File: config.mk
export PLATFORM = sky130hd
export DESIGN_NAME = rls_ctrl
export DESIGN_NICKNAME = d
export VERILOG_FILES = /design/src/hdl/rls_pkg.sv /design/src/hdl/rls_ctrl.sv
export SDC_FILE = /design/constraint.sdc
export NUM_CORES = 1
export LEC_CHECK = 0
export ABC_AREA = 1
export BUFFER_PORTS_ARGS = -buffer_cell sky130_fd_sc_hd__buf_2
export CORE_UTILIZATION = 45
export DETAILED_ROUTE_END_ITERATION = 6
export GPL_TIMING_DRIVEN = 0
export PLACE_DENSITY = 0.75
export SETUP_SLACK_MARGIN = 0.4
export SYNTH_ARGS = -nofsm -noshare
export SYNTH_HDL_FRONTEND = slang
export SYNTH_SLANG_ARGS = --single-unit
File: constraint.sdc
create_clock -name clock -period 1.5 [get_ports clock]
set_clock_uncertainty 0.05 [all_clocks]
set_input_delay 0.3 -clock clock [delete_from_list [all_inputs] [get_ports clock]]
set_output_delay 0.3 -clock clock [all_outputs]
set_load 0.02 [all_outputs]
File: src/hdl/rls_pkg.sv
`default_nettype none

package rls_pkg;

   localparam int FIELD_W = 10;
   localparam int AXES = 3;
   localparam int LENGTH_LIMIT_DEF = 1023;
   localparam logic [FIELD_W-1:0] LIMIT_RESET = 10'd1023;

   typedef logic [1:0] opcode_type;

   localparam opcode_type OP_CLEAR = 2'd0;
   localparam opcode_type OP_ADD   = 2'd1;
   localparam opcode_type OP_QUERY = 2'd2;
   localparam opcode_type OP_NOP   = 2'd3;

   localparam int CSR_ADDR_W = 4;
   typedef logic [1:0] reg_index_type;
   localparam reg_index_type REG_LIMIT_X = 2'd0;
   localparam reg_index_type REG_LIMIT_Y = 2'd1;
   localparam reg_index_type REG_LIMIT_Z = 2'd2;

   // controller to datapath
   typedef struct packed {
      logic       load;
      logic       step;
      opcode_type op;
      logic       publish;
   } cmd_type;

endpackage

`default_nettype wire

File: src/hdl/rls_ctrl.sv
`default_nettype none

module rls_ctrl #(
   parameter int LENGTH_LIMIT = rls_pkg::LENGTH_LIMIT_DEF
) (
   input  wire logic                                 clock,
   input  wire logic                                 reset,
   input  wire logic                                 req_valid,
   output logic                                      req_stall,
   input  wire rls_pkg::opcode_type                  req_opcode,
   output logic                                      rsp_valid,
   input  wire logic                                 rsp_stall,
   output rls_pkg::cmd_type                          cmd,
   output logic [$clog2(LENGTH_LIMIT+1)-1:0]         cmd_idx
);

   localparam int ADDR_W = $clog2(LENGTH_LIMIT + 1);
   localparam logic [ADDR_W-1:0] LAST_IDX = ADDR_W'(LENGTH_LIMIT);

   localparam logic [1:0] ST_IDLE  = 2'd0;
   localparam logic [1:0] ST_SWEEP = 2'd1;
   localparam logic [1:0] ST_DRAIN = 2'd2;
   localparam logic [1:0] ST_DONE  = 2'd3;

   logic [1:0]          state_ff, state_in;
   logic [ADDR_W-1:0]   idx_ff, idx_in;
   rls_pkg::opcode_type op_ff, op_in;
   logic                reply_ff, reply_in;
   logic                rsp_valid_ff, rsp_valid_in;
   logic                accept;
   logic                publish;

   assign req_stall = (state_ff != ST_IDLE);
   assign accept    = req_valid && !req_stall;
   assign publish   = (state_ff == ST_DONE) && (!rsp_valid_ff || !rsp_stall);
   assign rsp_valid = rsp_valid_ff;

   assign cmd.load    = accept;
   assign cmd.step    = (state_ff == ST_SWEEP);
   assign cmd.op      = op_ff;
   assign cmd.publish = publish;
   assign cmd_idx     = idx_ff;

   always_comb begin
      state_in = state_ff;
      idx_in   = idx_ff;
      op_in    = op_ff;
      reply_in = reply_ff;
      case (state_ff)
         ST_IDLE: begin
            if (accept) begin
               op_in    = req_opcode;
               reply_in = 1'b1;
               idx_in   = LAST_IDX;
               state_in = (req_opcode == rls_pkg::OP_NOP) ? ST_DONE : ST_SWEEP;
            end
         end
         ST_SWEEP: begin
            // walk entries from the top down to zero
            if (idx_ff == '0) begin
               state_in = ST_DRAIN;
            end else begin
               idx_in = idx_ff - ADDR_W'(1);
            end
         end
         ST_DRAIN: begin
            // last write of the sweep lands here; reset sweep gives no beat
            state_in = reply_ff ? ST_DONE : ST_IDLE;
         end
         ST_DONE: begin
            if (publish) begin
               state_in = ST_IDLE;
               reply_in = 1'b0;
            end
         end
         default: begin
            state_in = ST_IDLE;
         end
      endcase
   end

   always_comb begin
      rsp_valid_in = rsp_valid_ff;
      if (publish) begin
         rsp_valid_in = 1'b1;
      end else if (rsp_valid_ff && !rsp_stall) begin
         rsp_valid_in = 1'b0;
      end
   end

   always_ff @(posedge clock) begin
      if (reset) begin
         state_ff     <= ST_SWEEP;
         idx_ff       <= LAST_IDX;
         op_ff        <= rls_pkg::OP_CLEAR;
         reply_ff     <= 1'b0;
         rsp_valid_ff <= 1'b0;
      end else begin
         state_ff     <= state_in;
         idx_ff       <= idx_in;
         op_ff        <= op_in;
         reply_ff     <= reply_in;
         rsp_valid_ff <= rsp_valid_in;
      end
   end

endmodule

`default_nettype wire

==> out/results.txt, run 1 <==
status -> complete, but fails checks
failing checks -> negative setup slack
Initial Util -> 49.1%
commonest non-fill, non-tap cell in the layout -> nand2_1
via/cell ratio -> 5.38
hpwl dp -> 1570 µm
Hold Path End -> rsp_valid
Cell Count Post-Placement -> 191
DR pass1 iterations -> 4
max-cap violations -> 0
Placement Rows -> 16
DRC marker count from the first detailed-route iteration -> 22
Worst-Skew Late Latency -> 0.28 ns
syn avg cell area -> 6.93 µm²
Non-Filler Instances -> 212
Final Cycle Share -> 110%
FF-to-FF End -> cmd_idx[2]
Fin. Hold Viols -> 0
Req. time, crit path -> 1.15 ns
CTS buffer count -> 3
Remaining Overflow, GRT -> 0
Fin Setup TNS -> -0.454 ns
synth top area cells -> dfxtp_1 33%, nand2_1 12%, nand3_2 10%
highest routed layer -> met4
# nets final -> 194
Setup CP Type -> reg -> out
initial antenna violation count -> 0
worst-case clock buffer depth -> 2
WL met1 -> 1310 µm
clk slew on worst S/H paths -> 0.09 ns
gpl congestion -> 0.812
Ys Warns -> 0
routed wl met2 -> 1450 µm
Mapped Nets -> 149
Antenna Nets Post-Route -> 0
utilization after layout -> 81.2%
Die H -> 48.8 µm
worst setup slack after layout -> -0.152 ns
Synth Instances -> 142
largest net degree at the start of global routing -> 11
crit-path max FO -> 3
crit end category -> primary output
final hold slack -> 0.179 ns
Sink Count -> 16
met3 routed WL -> 166 µm
final WL -> 3000 µm
maximum clock rate -> 0.605 GHz
DRC viols -> 0
share of cells above drive strength 1 -> 55.7%
Arr. time, crit path -> 1.30 ns
core area -> 2000 µm²
library cells used by synthesis -> 24
hold path startpoint -> reset
worst min path class -> in -> reg
Die Area -> 2380 µm²
FF-to-FF Start -> state_ff[1]
Synth Cell Area -> 983 µm²
post-route minimum period -> 1.65 ns
vias in the first global route -> 1,100
Leak Pwr -> 0.754 nW
internal reg-to-reg setup slack -> -0.02 ns
DP Worst Slack -> 0.0587 ns
commonest cells after routing, fill and taps aside -> 27 x nand2_1, 26 x buf_6, 17 x nor2_1, 17 x nand3_1
Ant. Diodes -> 0
Final Max Tran Viols -> 0
worst-margin pin slew -> 0.590 ns
RSZ-0062 raised after global routing -> yes
CP Launch Type -> flip-flop
Worst VDD drop -> 0.437 mV
hold depth -> 2
H-tree levels -> 1
CTS tree -> yes
flops & latches, synth -> 16
PwrDens -> 467 nW/µm²
Worst Reg-to-Reg Cells -> 8
Seq/Total Area, Yosys -> 32.6%
Area Overhead vs Synth -> 65.3%
die width -> 48.8 µm
first-pass GRT wire length -> 4910 µm
area share of the largest cell type after synthesis -> 32.6%
Buffers on Ports -> 22
final setup vio count -> 10
clock root cell -> clkbuf_4
slew margin rel. -> 60.7%
vias after detailed routing -> 1,141
I/O pin count -> 23
WL/cell -> 14.1 µm
GRT Total Usage -> 27.0%
leading area contributor after synthesis -> dfxtp_1
-- layer usage --
metal / track usage, % / vias to the layer above
met5: 0 / -
met4: 11.3 / 0
met3: 3.77 / 8
met2: 48.1 / 52
met1: 31.9 / 532
li1: - / 549
-- flip-flops by register name (all words and copies together), names as in the netlist --
signal	flops
cmd_idx	10
op_ff	2
state_ff	2
reply_ff	1
rsp_valid	1
-- per-stage QoR --
step,instance area (µm²),power (mW)
after global routing,1630,0.788
after detailed placement,1200,0.516
after floorplan,1050,0.491
after CTS,1550,0.754
after global placement,1200,0.513
final,1630,0.758
-- cells by family after synthesis --
logic type,count (synthesis),synth area share (%)
buffers and inverters,22,11.8
AOI/OAI and AO/OA,12,6.49
DFF,16,32.6
adders and majority gates,1,1.27
and+or+nand+nor,90,46.9
xor gates and xnor gates,1,0.891
-- cells in the mapped netlist (all sizes together) --
master / n
nand4: 1
buf: 6
nor2: 23
xor2: 1
dfxtp: 16
a21oi: 4
ha: 1
nand2: 33
clkbuf: 1
o21ai: 7
nand3b: 1
inv: 15
nand3: 29
o2111ai: 1
or2: 3
-- area by class of cell --
| class | instances | area, µm² |
|---|---|---|
| fillers | 118 | 377 |
| well taps | 27 | 33.8 |
| repair buffers | 40 | 388 |
| plain buffers | 7 | 83.8 |
| clock buffers | 3 | 22.5 |
| multi-input cells | 104 | 664 |
| inverters | 15 | 66.3 |
| flip-flops and latches | 16 | 367 |
-- power by group --
part	total, mW	switching [mW]	internal, mW	leakage (nW)
clock network	0.229	0.136	0.0930	0.0138
registers	0.426	0.00928	0.416	0.131
logic	0.104	0.0527	0.0512	0.609
total	0.758	0.198	0.561	0.754
-- critical path, stage by stage, from the launching register on --
cell	delay, ns
dfxtp_2	0.35
or2_1	0.24
buf_6	0.13
nor2_8	0.09
buf_6	0.10
buf_6	0.10
-- worst max-delay path by stage --
stage                startpoint           to  slack, ns  depth (start not counted)
floorplan            cmd_idx[0]  state_ff[0]       0.20                          8
global placement    state_ff[1]       cmd[4]       0.08                          5
detailed placement  state_ff[1]       cmd[4]       0.06                          5
CTS                 state_ff[0]       cmd[4]      -0.14                          5
global route        state_ff[1]       cmd[4]      -0.18                          5
finish              state_ff[1]       cmd[4]      -0.15                          5
-- what timing repair did --
item	CTS	global route
buffers inserted	16	1
endpoints found under the setup margin	32	32
pin swaps	4	5
hold buffers	0	0
resized for setup	67	16
gates cloned	1	0
Power figures use the tool's default switching activity.
==> inputs of run 2 (changes only) <==
BUFFER_PORTS_ARGS = -buffer_cell sky130_fd_sc_hd__clkbuf_2   (was -buffer_cell sky130_fd_sc_hd__buf_2)
==> out/results.txt, run 2 (synthesized netlist as in run 1, its figures left out) <==
critical-path cell list -> or2_1 > buf_6 > nor2_8 > buf_6 > buf_8
delay of the slowest critical-path stage -> 0.35 ns
Area Overhead vs Synth -> 84.1%
DRC viols -> 0
max FFs per register -> 10
Req. time, crit path -> 1.15 ns
CP delay by family, top -> flip-flops
Arr. time, crit path -> 1.32 ns
DRC marker count from the first detailed-route iteration -> 75
DR pass1 iterations -> 4
gpl congestion -> 0.800
WL/cell -> 18.4 µm
crit-path max FO -> 3
Leak Pwr -> 0.848 nW
worst min path class -> in -> reg
Final Max Tran Viols -> 0
max-cap violations -> 0
Worst Reg-to-Reg Cells -> 8
critical path's slowest cell -> dfxtp_2
Initial Util -> 49.1%
worst setup slack after layout -> -0.168 ns
Die H -> 48.8 µm
Crit path depth -> 5
FF-to-FF End -> cmd_idx[8]
Worst VDD drop -> 0.486 mV
DP Worst Slack -> 0.0605 ns
first-pass GRT wire length -> 5630 µm
Final Cycle Share -> 111%
crit end category -> primary output
CTS tree -> yes
H-tree levels -> 1
via/cell ratio -> 5.61
slew margin rel. -> 61.6%
I/O pin count -> 23
final WL -> 4140 µm
Fin. Hold Viols -> 0
RSZ-0062 raised after global routing -> yes
Worst-Skew Late Latency -> 0.30 ns
FF-to-FF Start -> state_ff[0]
WP buf/inv -> 3
core area -> 2000 µm²
Hold Path End -> rsp_valid
die width -> 48.8 µm
vias after detailed routing -> 1,262
Antenna Nets Post-Route -> 0
initial antenna violation count -> 0
internal reg-to-reg setup slack -> -0.01 ns
Placement Rows -> 16
M2 GR Usage -> 54.6%
Buffers on Ports -> 22
commonest non-fill, non-tap cell in the layout -> nand2_1
clock root cell -> clkbuf_4
Remaining Overflow, GRT -> 0
layer with the highest usage -> met2
Setup CP Type -> reg -> out
Non-Filler Instances -> 225
# nets final -> 206
hpwl dp -> 1500 µm
grt met1 use -> 36.9%
share of cells above drive strength 1 -> 58.1%
vias in the first global route -> 1,199
Sink Count -> 16
CTS buffer count -> 3
worst-case clock buffer depth -> 2
commonest cells after routing, fill and taps aside -> 29 x nand2_1, 18 x buf_8, 18 x buf_4
hold path startpoint -> reset
PwrDens -> 471 nW/µm²
GRT Total Usage -> 31.3%
clk slew on worst S/H paths -> 0.10 ns
Ant. Diodes -> 0
largest net degree at the start of global routing -> 11
CP Launch Type -> flip-flop
post-route minimum period -> 1.67 ns
status -> complete, but fails checks
maximum clock rate -> 0.599 GHz
GR Util met3 -> 5.66%
final setup vio count -> 7
Die Area -> 2380 µm²
hold depth -> 2
final hold slack -> 0.167 ns
worst-margin pin slew -> 0.576 ns
Cell Count Post-Placement -> 191
CP most frequent cell -> buf_6
failing checks -> negative setup slack
[run 2: cell count changes in the layout (fill, tap and decap cells not counted), sizes merged]
cell,before,now
buf,46,53
clkbuf,4,10
[run 2: worst reg2reg max path, stage by stage (launching register included)]
cell     delay, ns
dfxtp_2       0.35
or2_1         0.24
buf_6         0.14
nor2_8        0.10
buf_4         0.16
inv_4         0.06
buf_8         0.15
nand3_2       0.08
nand3_2       0.06
[run 2: through the flow]
stage / TNS (ns) / power, mW / area [µm²] / utilization (%)
2_1_floorplan: 0 / 0.491 / 1050 / -
3_3_place_gp: 0 / 0.513 / 1200 / 59.8
3_5_place_dp: 0 / 0.516 / 1200 / 59.8
4_1_cts: -0.333 / 0.827 / 1650 / 82.5
5_1_grt: -0.937 / 0.886 / 1810 / 90.4
6_report: -0.375 / 0.852 / 1810 / 90.4
[run 2: per-layer routing]
metal,wire [µm],share of wire [%]
met4,282,6.8
met2,1980,48
met5,0,0
met3,358,8.6
met1,1520,37
[run 2: where the power goes]
group / switching (mW) / internal [mW] / leakage [nW]
logic: 0.0584 / 0.0630 / 0.696
registers: 0.0123 / 0.416 / 0.131
clock network: 0.154 / 0.148 / 0.0210
total: 0.225 / 0.628 / 0.848
[run 2: how the worst max path moves through the flow]
stage	startpoint	end	slack [ns]
after floorplan	cmd_idx[0]	state_ff[0]	0.20
after detailed placement	state_ff[1]	cmd[4]	0.06
final	state_ff[0]	cmd[4]	-0.17
after global placement	state_ff[1]	cmd[4]	0.07
after CTS	state_ff[1]	cmd[4]	-0.17
after global routing	state_ff[0]	cmd[4]	-0.20
[run 2: final cells by class]
type,instances,area [µm²]
multi-input cells,104,654
repair buffers,52,571
fillers,82,191
clock buffers,4,36.3
well taps,27,33.8
flip-flops and latches,16,367
plain buffers,7,80.1
inverters,15,68.8
[run 2: repair_timing]
| action | in CTS | in global routing |
|---|---|---|
| buffers inserted | 20 | 9 |
| hold buffers | 0 | 0 |
| setup endpoints to repair | 32 | 32 |
| gates resized for setup | 64 | 36 |
| pin swaps | 5 | 7 |
| gates cloned | 1 | 0 |
==> inputs of run 3 (changes only) <==
CORE_UTILIZATION = 47   (was 45)
PLACE_DENSITY = 0.78   (was 0.75)
==> out/results.txt, run 3 (synthesized netlist as in run 1, its figures left out) <==
RSZ-0062 raised after global routing -> yes
PwrDens -> 439 nW/µm²
worst min path class -> in -> reg
vias in the first global route -> 1,005
DRC viols -> 0
CP Launch Type -> flip-flop
GRT Total Usage -> 25.8%
failing checks -> negative setup slack
worst setup slack after layout -> -0.144 ns
Worst-Skew Late Latency -> 0.28 ns
die width -> 47.7 µm
Req. time, crit path -> 1.15 ns
WL/cell -> 15.8 µm
slew margin rel. -> 59.4%
final WL -> 3340 µm
delay of the slowest critical-path stage -> 0.36 ns
crit end category -> primary output
core area -> 1960 µm²
Antenna Nets Post-Route -> 0
H-tree levels -> 1
DRC marker count from the first detailed-route iteration -> 45
Die H -> 47.7 µm
crit-path max FO -> 4
vias after detailed routing -> 1,160
Worst VDD drop -> 0.495 mV
worst-margin pin slew -> 0.609 ns
via/cell ratio -> 5.47
P_int -> 0.552 mW
Cell Count Post-Placement -> 191
Final Cycle Share -> 110%
status -> complete, but fails checks
worst-case clock buffer depth -> 2
clock share of power -> 30.0%
Area Overhead vs Synth -> 72.6%
Placement Rows -> 16
P_sw -> 0.193 mW
Non-Filler Instances -> 212
DR pass1 iterations -> 4
clk slew on worst S/H paths -> 0.09 ns
Sink Count -> 16
commonest cells after routing, fill and taps aside -> 28 x nand2_1, 18 x nor2_1, 16 x buf_8
sw frac -> 25.9%
final setup vio count -> 15
gpl congestion -> 0.861
Final Max Tran Viols -> 0
Buffers on Ports -> 22
Ant. Diodes -> 0
combinational power share -> 13.2%
CTS buffer count -> 3
clock root cell -> clkbuf_4
Initial Util -> 50.1%
first-pass GRT wire length -> 4140 µm
Setup CP Type -> reg -> out
critical path's slowest cell -> dfxtp_4
CP most frequent cell -> buf_6
max-cap violations -> 0
# nets final -> 194
critical-path cell list -> or2_1 > buf_6 > nor2_8 > buf_6 > buf_8
Seq pwr share -> 56.9%
commonest non-fill, non-tap cell in the layout -> nand2_1
CTS tree -> yes
largest net degree at the start of global routing -> 11
Leak Pwr -> 0.788 nW
share of cells above drive strength 1 -> 53.5%
max FFs per register -> 10
final hold slack -> 0.180 ns
Fin. Hold Viols -> 0
post-route minimum period -> 1.64 ns
Die Area -> 2280 µm²
hpwl dp -> 1570 µm
initial antenna violation count -> 0
Remaining Overflow, GRT -> 0
I/O pin count -> 23
maximum clock rate -> 0.608 GHz
Arr. time, crit path -> 1.29 ns
number of fill cells in the layout -> 108
## run 3: per-layer routing
layer / global-route usage, % / up-vias / part of all wire [%] / wire length (µm)
li1: - / 551 / - / -
met3: 5.28 / 16 / 6.7 / 225
met4: 11.7 / 0 / 3.4 / 112
met1: 29.0 / 533 / 37 / 1230
met5: 0 / - / 0 / 0
met2: 46.5 / 60 / 53 / 1780
## run 3: critical path: cells and delay by family, from the launching register on
kind	cells	cell delay, ns
buffers and inverters	3	0.34
and+or+nand+nor	2	0.32
DFF	1	0.36
## run 3: layout make-up
type	count	area, µm²	area share [%]
plain buffers	7	80.1	4.72
inverters	15	66.3	3.91
multi-input cells	105	681	40.1
flip-flops and latches	16	372	21.9
clock buffers	3	22.5	1.33
repair buffers	39	443	26.1
well taps	27	33.8	1.99
## run 3: what timing repair did
action / CTS / global route
endpoints found under the hold margin: 0 / 0
endpoints found under the setup margin: 31 / 32
hold buffers: 0 / 0
pin swaps: 3 / 6
setup buffers: 9 / 6
gates resized for setup: 49 / 39
cloned: 1 / 2
## run 3: per-stage QoR
| stage | power, mW | setup WS [ns] | setup TNS, ns | area [µm²] | util, % |
|---|---|---|---|---|---|
| global route | 0.793 | -0.181 | -1.73 | 1700 | 86.5 |
| detailed placement | 0.515 | 0.0801 | 0 | 1200 | 61.0 |
| CTS | 0.753 | -0.175 | -0.412 | 1510 | 76.8 |
| floorplan | 0.491 | 0.204 | 0 | 1050 | - |
| global placement | 0.513 | 0.0845 | 0 | 1200 | 61.0 |
| finish | 0.746 | -0.144 | -1.08 | 1700 | 86.5 |
## run 3: worst paths after layout
| path | startpoint | endpoint | slack [ns] | cells past startpoint |
|---|---|---|---|---|
| setup / recovery | state_ff[1] | cmd[4] | -0.14 | 5 |
| hold / removal | reset | rsp_valid | 0.18 | 2 |
| setup reg to reg | state_ff[1] | cmd_idx[8] | -0.09 | 9 |
| hold reg to reg | cmd_idx[3] | cmd_idx[3] | 0.48 | 2 |
## run 3: power by group through the flow
stage	clock network [mW]	logic (mW)	registers, mW
5_1_grt	0.260	0.108	0.425
6_report	0.223	0.0983	0.424
4_1_cts	0.242	0.0826	0.428
3_5_place_dp	0	0.0626	0.452
3_3_place_gp	0	0.0609	0.452
2_1_floorplan	0	0.0322	0.459
